## config.mk

```make
export PLATFORM = sky130hd
export DESIGN_NAME = hsl_to_rgb8_convert_top
export DESIGN_NICKNAME = d
export VERILOG_FILES = /design/src/h2r_pkg.sv /design/src/hsl_to_rgb8_convert_top.sv
export SDC_FILE = /design/constraint.sdc
export NUM_CORES = 2
export LEC_CHECK = 0
export ABC_AREA = 1
export ABC_CLOCK_PERIOD_IN_PS = 23300
export BUFFER_PORTS_ARGS = -buffer_cell sky130_fd_sc_hd__buf_4
export CAP_MARGIN = 40
export CELL_PAD_IN_SITES_DETAIL_PLACEMENT = 2
export CELL_PAD_IN_SITES_GLOBAL_PLACEMENT = 2
export CORE_MARGIN = 2
export CORE_UTILIZATION = 42
export CTS_CLUSTER_SIZE = 8
export DETAILED_ROUTE_END_ITERATION = 10
export PLACE_DENSITY_LB_ADDON = 0.2
export SLEW_MARGIN = 20
export SYNTH_ARGS = -nofsm -noshare
export SYNTH_HDL_FRONTEND = slang
export SYNTH_SLANG_ARGS = --single-unit
```

## constraint.sdc

```tcl
create_clock -name clk_i -period 23.3 [get_ports clk_i]
set_input_delay 4.66 -clock clk_i [delete_from_list [all_inputs] [get_ports clk_i]]
set_output_delay 4.66 -clock clk_i [all_outputs]
set_load 0.01 [all_outputs]
```

## src/h2r_pkg.sv

```systemverilog
// shared types and constants for the hsl to rgb8 converter
package h2r_pkg;

  localparam int unsigned FracBits   = 12;
  localparam int unsigned One        = 1 << FracBits;
  localparam int unsigned LevelW     = FracBits + 1;
  localparam int unsigned HueW       = 15;
  localparam int unsigned HueSextant = 3840;
  localparam int unsigned HueCircle  = 6 * HueSextant;
  localparam int unsigned PosW       = HueW + 1;
  localparam int unsigned WeightW    = 12;
  localparam int unsigned ProdW      = 2 * LevelW;
  localparam int unsigned M2W        = 2 * FracBits + 1;
  localparam int unsigned NumW       = 2 * FracBits + WeightW;
  localparam int unsigned ScaledW    = NumW + 5;
  localparam int unsigned NumLanes   = 3;
  localparam int unsigned NumStages  = 6;

  typedef enum logic [1:0] {
    LaneRed   = 2'd0,
    LaneGreen = 2'd1,
    LaneBlue  = 2'd2
  } lane_e;

  typedef struct packed {
    logic [HueW-1:0]   hue_angle;
    logic [LevelW-1:0] sat_level;
    logic [LevelW-1:0] light_level;
  } pixel_in_t;

  typedef struct packed {
    logic [7:0] red_out;
    logic [7:0] green_out;
    logic [7:0] blue_out;
  } pixel_out_t;

  // hue offset of each lane, in 1/64 degree
  function automatic logic [PosW-1:0] lane_offset(input lane_e lane);
    logic [PosW-1:0] off;
    case (lane)
      LaneRed:  off = PosW'(2 * HueSextant);
      LaneBlue: off = PosW'(4 * HueSextant);
      default:  off = '0;
    endcase
    return off;
  endfunction

endpackage

```

## src/hsl_to_rgb8_convert_top.sv

```systemverilog
// hsl to 8-bit rgb color converter, six stage pipeline
// throughput: one beat per cycle while out_stall_i is low; each stage holds one beat and moves on when the next is free
// stages: clamp and hue ramp weights, m2 multiply, m1 and span, ramp multiplies, sum, scale
// reset: rst_ni clears all stage valid bits, the pipeline comes up empty
module hsl_to_rgb8_convert_top (
  input  logic                 clk_i,
  input  logic                 rst_ni,
  input  logic                 in_valid_i,
  output logic                 in_stall_o,
  input  h2r_pkg::pixel_in_t   in_data_i,
  output logic                 out_valid_o,
  input  logic                 out_stall_i,
  output h2r_pkg::pixel_out_t  out_data_o
);

  localparam int unsigned NS = h2r_pkg::NumStages;
  localparam int unsigned NL = h2r_pkg::NumLanes;

  logic [NS-1:0] v_q;
  logic [NS-1:0] en;

  always_comb begin
    en[NS-1] = !v_q[NS-1] || !out_stall_i;
    for (int k = NS - 2; k >= 0; k--) begin
      en[k] = !v_q[k] || en[k+1];
    end
  end

  assign in_stall_o  = !en[0];
  assign out_valid_o = v_q[NS-1];

  always_ff @(posedge clk_i or negedge rst_ni) begin
    if (!rst_ni) begin
      v_q <= '0;
    end else begin
      if (en[0]) begin
        v_q[0] <= in_valid_i;
      end
      for (int k = 1; k < NS; k++) begin
        if (en[k]) begin
          v_q[k] <= v_q[k-1];
        end
      end
    end
  end

  // stage 1: clamp, hue wrap, per lane ramp weight
  logic [h2r_pkg::HueW-1:0]    hue_w;
  logic [h2r_pkg::LevelW-1:0]  sat_c, lit_c;
  logic [h2r_pkg::PosW-1:0]    pos   [NL];
  logic [h2r_pkg::WeightW-1:0] w_d   [NL];

  always_comb begin
    hue_w = (in_data_i.hue_angle >= h2r_pkg::HueW'(h2r_pkg::HueCircle)) ?
            in_data_i.hue_angle - h2r_pkg::HueW'(h2r_pkg::HueCircle) : in_data_i.hue_angle;
    sat_c = (in_data_i.sat_level > h2r_pkg::LevelW'(h2r_pkg::One)) ?
            h2r_pkg::LevelW'(h2r_pkg::One) : in_data_i.sat_level;
    lit_c = (in_data_i.light_level > h2r_pkg::LevelW'(h2r_pkg::One)) ?
            h2r_pkg::LevelW'(h2r_pkg::One) : in_data_i.light_level;
    for (int c = 0; c < NL; c++) begin
      pos[c] = h2r_pkg::PosW'(hue_w) + h2r_pkg::lane_offset(h2r_pkg::lane_e'(c));
      if (pos[c] >= h2r_pkg::PosW'(h2r_pkg::HueCircle)) begin
        pos[c] = pos[c] - h2r_pkg::PosW'(h2r_pkg::HueCircle);
      end
      if (pos[c] < h2r_pkg::PosW'(h2r_pkg::HueSextant)) begin
        w_d[c] = pos[c][h2r_pkg::WeightW-1:0];
      end else if (pos[c] < h2r_pkg::PosW'(3 * h2r_pkg::HueSextant)) begin
        w_d[c] = h2r_pkg::WeightW'(h2r_pkg::HueSextant);
      end else if (pos[c] < h2r_pkg::PosW'(4 * h2r_pkg::HueSextant)) begin
        w_d[c] = h2r_pkg::WeightW'(h2r_pkg::PosW'(4 * h2r_pkg::HueSextant) - pos[c]);
      end else begin
        w_d[c] = '0;
      end
    end
  end

  logic [h2r_pkg::LevelW-1:0]  s1_lit_q, s1_sat_q;
  logic                        s1_gray_q;
  logic [h2r_pkg::WeightW-1:0] s1_w_q [NL];

  always_ff @(posedge clk_i) begin
    if (en[0]) begin
      s1_lit_q  <= lit_c;
      s1_sat_q  <= sat_c;
      s1_gray_q <= (sat_c == '0);
      s1_w_q    <= w_d;
    end
  end

  // stage 2: m2 and the gray level
  logic [h2r_pkg::ProdW-1:0]   lxs;
  logic [h2r_pkg::ProdW:0]     m2_full;
  logic [h2r_pkg::LevelW:0]    ls_sum;
  logic [h2r_pkg::LevelW+7:0]  g_full;
  logic [h2r_pkg::M2W-1:0]     m2_d;
  logic [7:0]                  gray_d;

  always_comb begin
    lxs    = s1_lit_q * s1_sat_q;
    ls_sum = (h2r_pkg::LevelW + 1)'(s1_lit_q) + (h2r_pkg::LevelW + 1)'(s1_sat_q);
    if (s1_lit_q < h2r_pkg::LevelW'(h2r_pkg::One / 2)) begin
      m2_full = ((h2r_pkg::ProdW + 1)'(s1_lit_q) << h2r_pkg::FracBits)
              + (h2r_pkg::ProdW + 1)'(lxs);
    end else begin
      m2_full = ((h2r_pkg::ProdW + 1)'(ls_sum) << h2r_pkg::FracBits)
              - (h2r_pkg::ProdW + 1)'(lxs);
    end
    m2_d   = m2_full[h2r_pkg::M2W-1:0];
    g_full = ((h2r_pkg::LevelW + 8)'(s1_lit_q) << 8) - (h2r_pkg::LevelW + 8)'(s1_lit_q);
    gray_d = g_full[h2r_pkg::FracBits+7:h2r_pkg::FracBits];
  end

  logic [h2r_pkg::M2W-1:0]     s2_m2_q;
  logic [h2r_pkg::LevelW-1:0]  s2_lit_q;
  logic [7:0]                  s2_gray_lvl_q;
  logic                        s2_gray_q;
  logic [h2r_pkg::WeightW-1:0] s2_w_q [NL];

  always_ff @(posedge clk_i) begin
    if (en[1]) begin
      s2_m2_q       <= m2_d;
      s2_lit_q      <= s1_lit_q;
      s2_gray_lvl_q <= gray_d;
      s2_gray_q     <= s1_gray_q;
      s2_w_q        <= s1_w_q;
    end
  end

  // stage 3: m1 and span
  logic [h2r_pkg::M2W:0]   two_l, m2_e, m1_a, m1_b;
  logic [h2r_pkg::M2W-1:0] m1_d, span_d;

  always_comb begin
    two_l  = (h2r_pkg::M2W + 1)'(s2_lit_q) << (h2r_pkg::FracBits + 1);
    m2_e   = (h2r_pkg::M2W + 1)'(s2_m2_q);
    m1_a   = (two_l > m2_e) ? two_l - m2_e : '0;
    m1_b   = (m1_a > m2_e) ? m2_e : m1_a;
    m1_d   = m1_b[h2r_pkg::M2W-1:0];
    span_d = s2_m2_q - m1_d;
  end

  logic [h2r_pkg::M2W-1:0]     s3_m1_q, s3_span_q;
  logic [7:0]                  s3_gray_lvl_q;
  logic                        s3_gray_q;
  logic [h2r_pkg::WeightW-1:0] s3_w_q [NL];

  always_ff @(posedge clk_i) begin
    if (en[2]) begin
      s3_m1_q       <= m1_d;
      s3_span_q     <= span_d;
      s3_gray_lvl_q <= s2_gray_lvl_q;
      s3_gray_q     <= s2_gray_q;
      s3_w_q        <= s2_w_q;
    end
  end

  // stage 4: base level and ramp products
  logic [h2r_pkg::NumW-1:0] base_d;
  logic [h2r_pkg::NumW-1:0] prod_d [NL];

  always_comb begin
    base_d = (h2r_pkg::NumW'(s3_m1_q) << 12) - (h2r_pkg::NumW'(s3_m1_q) << 8);
    for (int c = 0; c < NL; c++) begin
      prod_d[c] = s3_span_q * s3_w_q[c];
    end
  end

  logic [h2r_pkg::NumW-1:0] s4_base_q;
  logic [h2r_pkg::NumW-1:0] s4_prod_q [NL];
  logic [7:0]               s4_gray_lvl_q;
  logic                     s4_gray_q;

  always_ff @(posedge clk_i) begin
    if (en[3]) begin
      s4_base_q     <= base_d;
      s4_prod_q     <= prod_d;
      s4_gray_lvl_q <= s3_gray_lvl_q;
      s4_gray_q     <= s3_gray_q;
    end
  end

  // stage 5: ramp numerators
  logic [h2r_pkg::NumW-1:0] s5_num_q [NL];
  logic [7:0]               s5_gray_lvl_q;
  logic                     s5_gray_q;

  always_ff @(posedge clk_i) begin
    if (en[4]) begin
      for (int c = 0; c < NL; c++) begin
        s5_num_q[c] <= s4_base_q + s4_prod_q[c];
      end
      s5_gray_lvl_q <= s4_gray_lvl_q;
      s5_gray_q     <= s4_gray_q;
    end
  end

  // stage 6: times 255 over the full scale is times 17 over 2^32
  logic [h2r_pkg::ScaledW-1:0] x17 [NL];
  logic [7:0]                  chan [NL];

  always_comb begin
    for (int c = 0; c < NL; c++) begin
      x17[c] = (h2r_pkg::ScaledW'(s5_num_q[c]) << 4) + h2r_pkg::ScaledW'(s5_num_q[c]);
      if (x17[c][h2r_pkg::ScaledW-1:32] > (h2r_pkg::ScaledW - 32)'(255)) begin
        chan[c] = 8'hFF;
      end else begin
        chan[c] = x17[c][39:32];
      end
      if (s5_gray_q) begin
        chan[c] = s5_gray_lvl_q;
      end
    end
  end

  h2r_pkg::pixel_out_t out_q;

  always_ff @(posedge clk_i) begin
    if (en[5]) begin
      out_q.red_out   <= chan[h2r_pkg::LaneRed];
      out_q.green_out <= chan[h2r_pkg::LaneGreen];
      out_q.blue_out  <= chan[h2r_pkg::LaneBlue];
    end
  end

  assign out_data_o = out_q;

endmodule
```

Word-level counts from Yosys, hierarchy flattened
Memories as Yosys holds them, arrays and structs flattened.
Cells that the tools add are included.
- register bits: 433
- latch bits: 0
- bits in writable memories: 108
- memory bits (read-only): 0
- output and inout bits: 26
- memories: 1
- memory list (memory ; words ; bits a word ; read ports ; clocked after memory_dff ; wr ports ; RTL line ; source):
    s5_num_q ; 3 ; 36 ; 3 ; 0 ; 3 ; hsl_to_rgb8_convert_top.sv:183 ; logic [h2r_pkg::NumW-1:0] s5_num_q [NL];
- $add $sub $neg: 22
- multiply operators: 4
- divide/modulo/power cells: 0
- $lt $le $gt $ge: 21
- eq/ne operators: 0
- shifts and indexed selects: 0
- muxes and demuxes: 25
- bitwise logic cells: 0
- reductions and logical operators: 15
- operator list (cell ; number):
    $add A40 B36 Y41 ; 3
    $add A36 B36 Y36 ; 3
    $mul A25 B12 Y36 ; 3
    $mux W12 ; 9
    $lt A16 B14 Y1 const B ; 6
    $gt A26 B25 Y1 ; 2
    $mux W25 ; 2
    $sub A25 B25 Y25 ; 2
    $lt A16 B12 Y1 const B ; 3
    $mux W16 ; 3
    $mux W8 ; 6
    $sub A12 B12 Y12 const A ; 3
    $sub A36 B33 Y36 ; 1
    $ge A16 B15 Y1 const B ; 2
    $sub A16 B15 Y16 const B ; 2
    $ge A15 B15 Y1 const B ; 2
    $gt A9 B8 Y1 const B ; 3
    $gt A13 B13 Y1 const B ; 2
    $mux W26 ; 1
    $sub A26 B25 Y26 ; 1
    $add A25 B25 Y25 ; 1
    $mul A13 B13 Y25 ; 1
    $sub A20 B13 Y20 ; 1
    $add A15 B13 Y16 const B ; 1
    other kinds (11) ; 24

Depth between registers and ports, before layout
- depth after elaboration: 9
- depth in mapped cells: 46
- gate-level depth less buffers: 44

Worst setup path after synthesis
Ideal clock, no wire load.
- path type: input to output
- start point: input port out_stall_i
- end point: output port in_stall_o
- arrival: 14761 ps
- data required time: 18640 ps
- setup slack: 3879 ps
- stages: 10
- cells stage by stage: nand2_1 nor2_1 inv_1 nor2_1 inv_1 nor2_1 inv_1 nor2_1 inv_1 nor2_1
- word-level cells in the longest chain between the ends: 8
- ends and longest elaborated chain (element ; RTL line ; source):
    start, declared ; hsl_to_rgb8_convert_top.sv:12 ; input logic out_stall_i,
    $logic_not A1 Y1 ; hsl_to_rgb8_convert_top.sv:23 ; en[NS-1] = !v_q[NS-1] || !out_stall_i;
    $logic_or A1 B1 Y1 ; hsl_to_rgb8_convert_top.sv:23 ;
    $logic_or A1 B1 Y1 ; hsl_to_rgb8_convert_top.sv:25 ; en[k] = !v_q[k] || en[k+1];
    net en[4] ; hsl_to_rgb8_convert_top.sv:20 ; logic [NS-1:0] en;
    $logic_or A1 B1 Y1 ; hsl_to_rgb8_convert_top.sv:25 ;
    net en[3] ; hsl_to_rgb8_convert_top.sv:20 ;
    $logic_or A1 B1 Y1 ; hsl_to_rgb8_convert_top.sv:25 ;
    net en[2] ; hsl_to_rgb8_convert_top.sv:20 ;
    $logic_or A1 B1 Y1 ; hsl_to_rgb8_convert_top.sv:25 ;
    net en[1] ; hsl_to_rgb8_convert_top.sv:20 ;
    $logic_or A1 B1 Y1 ; hsl_to_rgb8_convert_top.sv:25 ;
    $logic_not A1 Y1 ; hsl_to_rgb8_convert_top.sv:29 ; assign in_stall_o = !en[0];
    end, declared ; hsl_to_rgb8_convert_top.sv:9 ; output logic in_stall_o,
The timed path passes the listed nets, and every way through them passes these cells.

Final worst setup path
- start point: input port out_stall_i
- end point: output port in_stall_o
- word-level cells in the longest chain between the ends: 8
- ends and longest elaborated chain (element ; RTL line):
    $logic_not A1 Y1 ; hsl_to_rgb8_convert_top.sv:23
    $logic_or A1 B1 Y1 ; hsl_to_rgb8_convert_top.sv:23
    net en[5] ; hsl_to_rgb8_convert_top.sv:20
    $logic_or A1 B1 Y1 ; hsl_to_rgb8_convert_top.sv:25
    net en[4] ; hsl_to_rgb8_convert_top.sv:20
    $logic_or A1 B1 Y1 ; hsl_to_rgb8_convert_top.sv:25
    net en[3] ; hsl_to_rgb8_convert_top.sv:20
    $logic_or A1 B1 Y1 ; hsl_to_rgb8_convert_top.sv:25
    net en[2] ; hsl_to_rgb8_convert_top.sv:20
    $logic_or A1 B1 Y1 ; hsl_to_rgb8_convert_top.sv:25
    net en[1] ; hsl_to_rgb8_convert_top.sv:20
    $logic_or A1 B1 Y1 ; hsl_to_rgb8_convert_top.sv:25
    $logic_not A1 Y1 ; hsl_to_rgb8_convert_top.sv:29
The timed path passes the listed nets, and every way through them passes these cells.

==> impl_metrics.tcl <==
set metrics [dict create \
    tns_ns 0 \
    crit_fanout 78 \
    gp_congestion 0.850 \
    wire_per_inst_um 22.9 \
    worst-r2r-cell-count 40 \
    met3_wirelength_mm 4.97 \
    ctsResizeCount 0 \
    synth_most_common_cell "nand2_1" \
    pre_cts_slack_ns 10.61 \
    synth_edf_count 527 \
    start_kind "input port" \
    min_from "s4_gray_lvl_q[3]" \
    worstSetupEndpointType "output port" \
    outcome "finished, final reports clean" \
    worst_slew_margin_rel_pct 38.3 \
    synth_cell_types 68 \
    grt_pass1_vias 59800 \
    fp.coreArea_mm2 0.152 \
    regToRegSetupSlack_ns 14.58 \
    ys_top_cells_by_count "nand2_1 (1837), inv_1 (1572), fa_1 (813), ha_1 (581), edfxtp_1 (527)" \
    r2r_start "s1_sat_q[3]" \
    routed_wl_mm 216 \
    seq_area_frac_synth_pct 24.9 \
    synth.top_cell.area_share_pct 25.4 \
    io_pins 71 \
    finish.utilization_pct 45.7 \
    grtUsageTotal_pct 28.0 \
    cp_cell_sequence "buf_4 > nand2_1 > nor2_1 > inv_4 > nor2_1 > inv_6 > nor2_1 > inv_4 > nor2_1 > clkinv_2 > nor2_1 > buf_4" \
    max_freq_mhz 79.4 \
    crit_top_cell "nor2_1" \
    rows 143 \
    fin_skew_ns 0.0494 \
    worstPathArrival_ns 7.93 \
    wl_met1_mm 88.9 \
    syn_avg_cell_area_um2 8.65 \
    slowest_delay_ns 0.55 \
    die-width_um 395 \
    drt_iter0_drc 2218 \
    dpl_cell_area_mm2 0.0669 \
    ant_nets 0 \
    synth_compound_area_share_pct 7.50 \
    final_area_mm2 0.0693 \
    slowest_stage "inv_6" \
    drv_slew 0 \
    layout-drive-gt1-share_pct 4.44 \
    htree_levels 3 \
    postCtsHoldBufs 0 \
    firstDrtPassIters 5 \
    grt_overflow 0 \
    synth_adder_area_share_pct 36.7 \
    die_height_um 395 \
    postSynth.asyncResetShare_pct 1.13 \
    clk_pin_slew_ns 0.06 \
    vias 50700 \
    top_layer "met5" \
    worstSetupPathType "in2out" \
    yosys_warnings 0 \
    area_growth_pct 8.10 \
    synthSimpleGateAreaFrac_pct 15.5 \
    synthFlopType "edfxtp_1" \
    tightest_slew_ns 0.918 \
    vias_per_cell 5.36 \
    antenna_found_initial 12 \
    hold_viol_final 0 \
    startpoint "out_stall_i" \
    wl_met2_mm 112 \
    setup_viol 0 \
    finalCriticalPeriod_ns 12.59 \
    rsz0062_at_grt "false" \
    postCtsSetupRepairBufs 0 \
    clk_latency_ns 0.69 \
    synth_top_family_by_area "adder cells" \
    grt_max_degree 79 \
    crit_family "buffers and inverters" \
    critical_path_buf_inv_count 6 \
    min_path_cells 0 \
    whs_endpoint "s5_gray_lvl_q[3]" \
    maxCapViolCount 0 \
    syn_inst 7411 \
    synthXorXnorAreaFrac_pct 4.42 \
    synthMuxAreaShare_pct 0 \
    hold_path_class "reg2reg" \
    initial_core_util_pct 42.2 \
    grt_pass1_wl_mm 342 \
    critPathRequiredTime_ns 18.64 \
    num-fill-cells 17000 \
    cts_tree "built" \
    clock-sinks 533 \
    drcViolationCount 0 \
    dp_hpwl_mm 171 \
    ys_seq_elements 533 \
    clockBufferDepth 3 \
    syn_nets 8850 \
    netlist_top_cells_area "fa_1 (25%), edfxtp_1 (25%), ha_1 (11%)" \
    root_buffer "clkbuf_16" \
    nets 8834 \
    netlist_area_mm2 0.0641 \
    fin_ws_ns 10.71 \
    portBuffers 70 \
    yosys.area.top_type "fa_1" \
    fin_crit_sh_pct 54.0 \
    r2r-end "s2_m2_q[24]" \
    die-area_mm2 0.156 \
    cts_made_buffers 80 \
]
metal layers:
metal | GRT usage, % | vias up
li1 | - | 23000
met1 | 33.7 | 26600
met2 | 51.2 | 772
met3 | 2.25 | 349
met4 | 12.1 | 2
met5 | 0 | -
area by class of cell:
class	count	area (um^2)	share of cell area, %
inverter	1580	5940	8.58
antenna	3	7.51	0.0108
timing repair buffer	165	1360	1.97
clock inverter	13	188	0.271
sequential	533	16000	23.1
clock buffer	104	2110	3.05
multi-input combinational	5035	41200	59.4
tap	2030	2540	3.67
how the worst max path moves through the flow:
stage	depth (start not counted)	slack [ns]	to
after floorplan	10	3.88	in_stall_o
after global placement	12	10.26	in_stall_o
after detailed placement	12	10.61	in_stall_o
after CTS	12	10.60	in_stall_o
after global routing	12	10.37	in_stall_o
final	12	10.71	in_stall_o
cells in the final DEF, fill, tap and decap left out, types with 12 or more instances in the layout:
master / Yosys / layout
nand2_1: 1837 / 1837
inv_1: 1572 / 1567
fa_1: 813 / 813
ha_1: 581 / 581
edfxtp_1: 527 / 527
a21oi_1: 404 / 404
nor2_1: 284 / 284
o21ai_0: 244 / 244
xor2_1: 187 / 187
nand3_1: 179 / 179
buf_4: 8 / 155
xnor2_1: 118 / 117
clkbuf_16: 0 / 81
nand4_1: 49 / 49
nor3_1: 39 / 39
o21ai_1: 26 / 26
a31oi_1: 25 / 25
a21boi_0: 24 / 24
clkbuf_1: 230 / 23
a211oi_1: 21 / 21
o21bai_1: 21 / 21
nor4_1: 19 / 19
a21o_1: 15 / 15
nand2_2: 15 / 15
o21a_1: 13 / 13
o211ai_1: 13 / 13
or2_2: 12 / 12
metrics by stage:
stage	hold slack, ns	std cells
finish	0.411	9463
global route	0.419	9460
CTS	0.413	9458
detailed placement	0.405	9341
global placement	0.403	9325
floorplan	0.400	7411
worst reg2reg max path, delay by kind of cell (launching register included):
family	cells	cell delay [ns]
AOI/OAI and AO/OA	13	2.69
buffers and inverters	9	0.66
DFF	1	0.65
and+or+nand+nor	9	0.95
xor gates and xnor gates	1	0.17
adders and majority gates	8	3.34
sequential cells by signal (all words and copies together) (netlist names), 24 cells and up:
name,cells
out_data_o,24
s1_w_q,36
s2_m2_q,25
s2_w_q,36
s3_m1_q,25
s3_span_q,25
s3_w_q,36
s4_base_q,28
s4_prod_q,108
s5_num_q,108
cells by family after synthesis:
group	Yosys count
adder cells (fa/ha/maj)	1394
XOR/XNOR	312
AND/OR/NAND/NOR	2470
AO/OA/AOI/OAI	859
flip-flops	533
buffers and inverters	1843
Power is left out: the tool's default activity adds up to more than one toggle a clock period on the data nets, which glitch-free logic cannot reach.
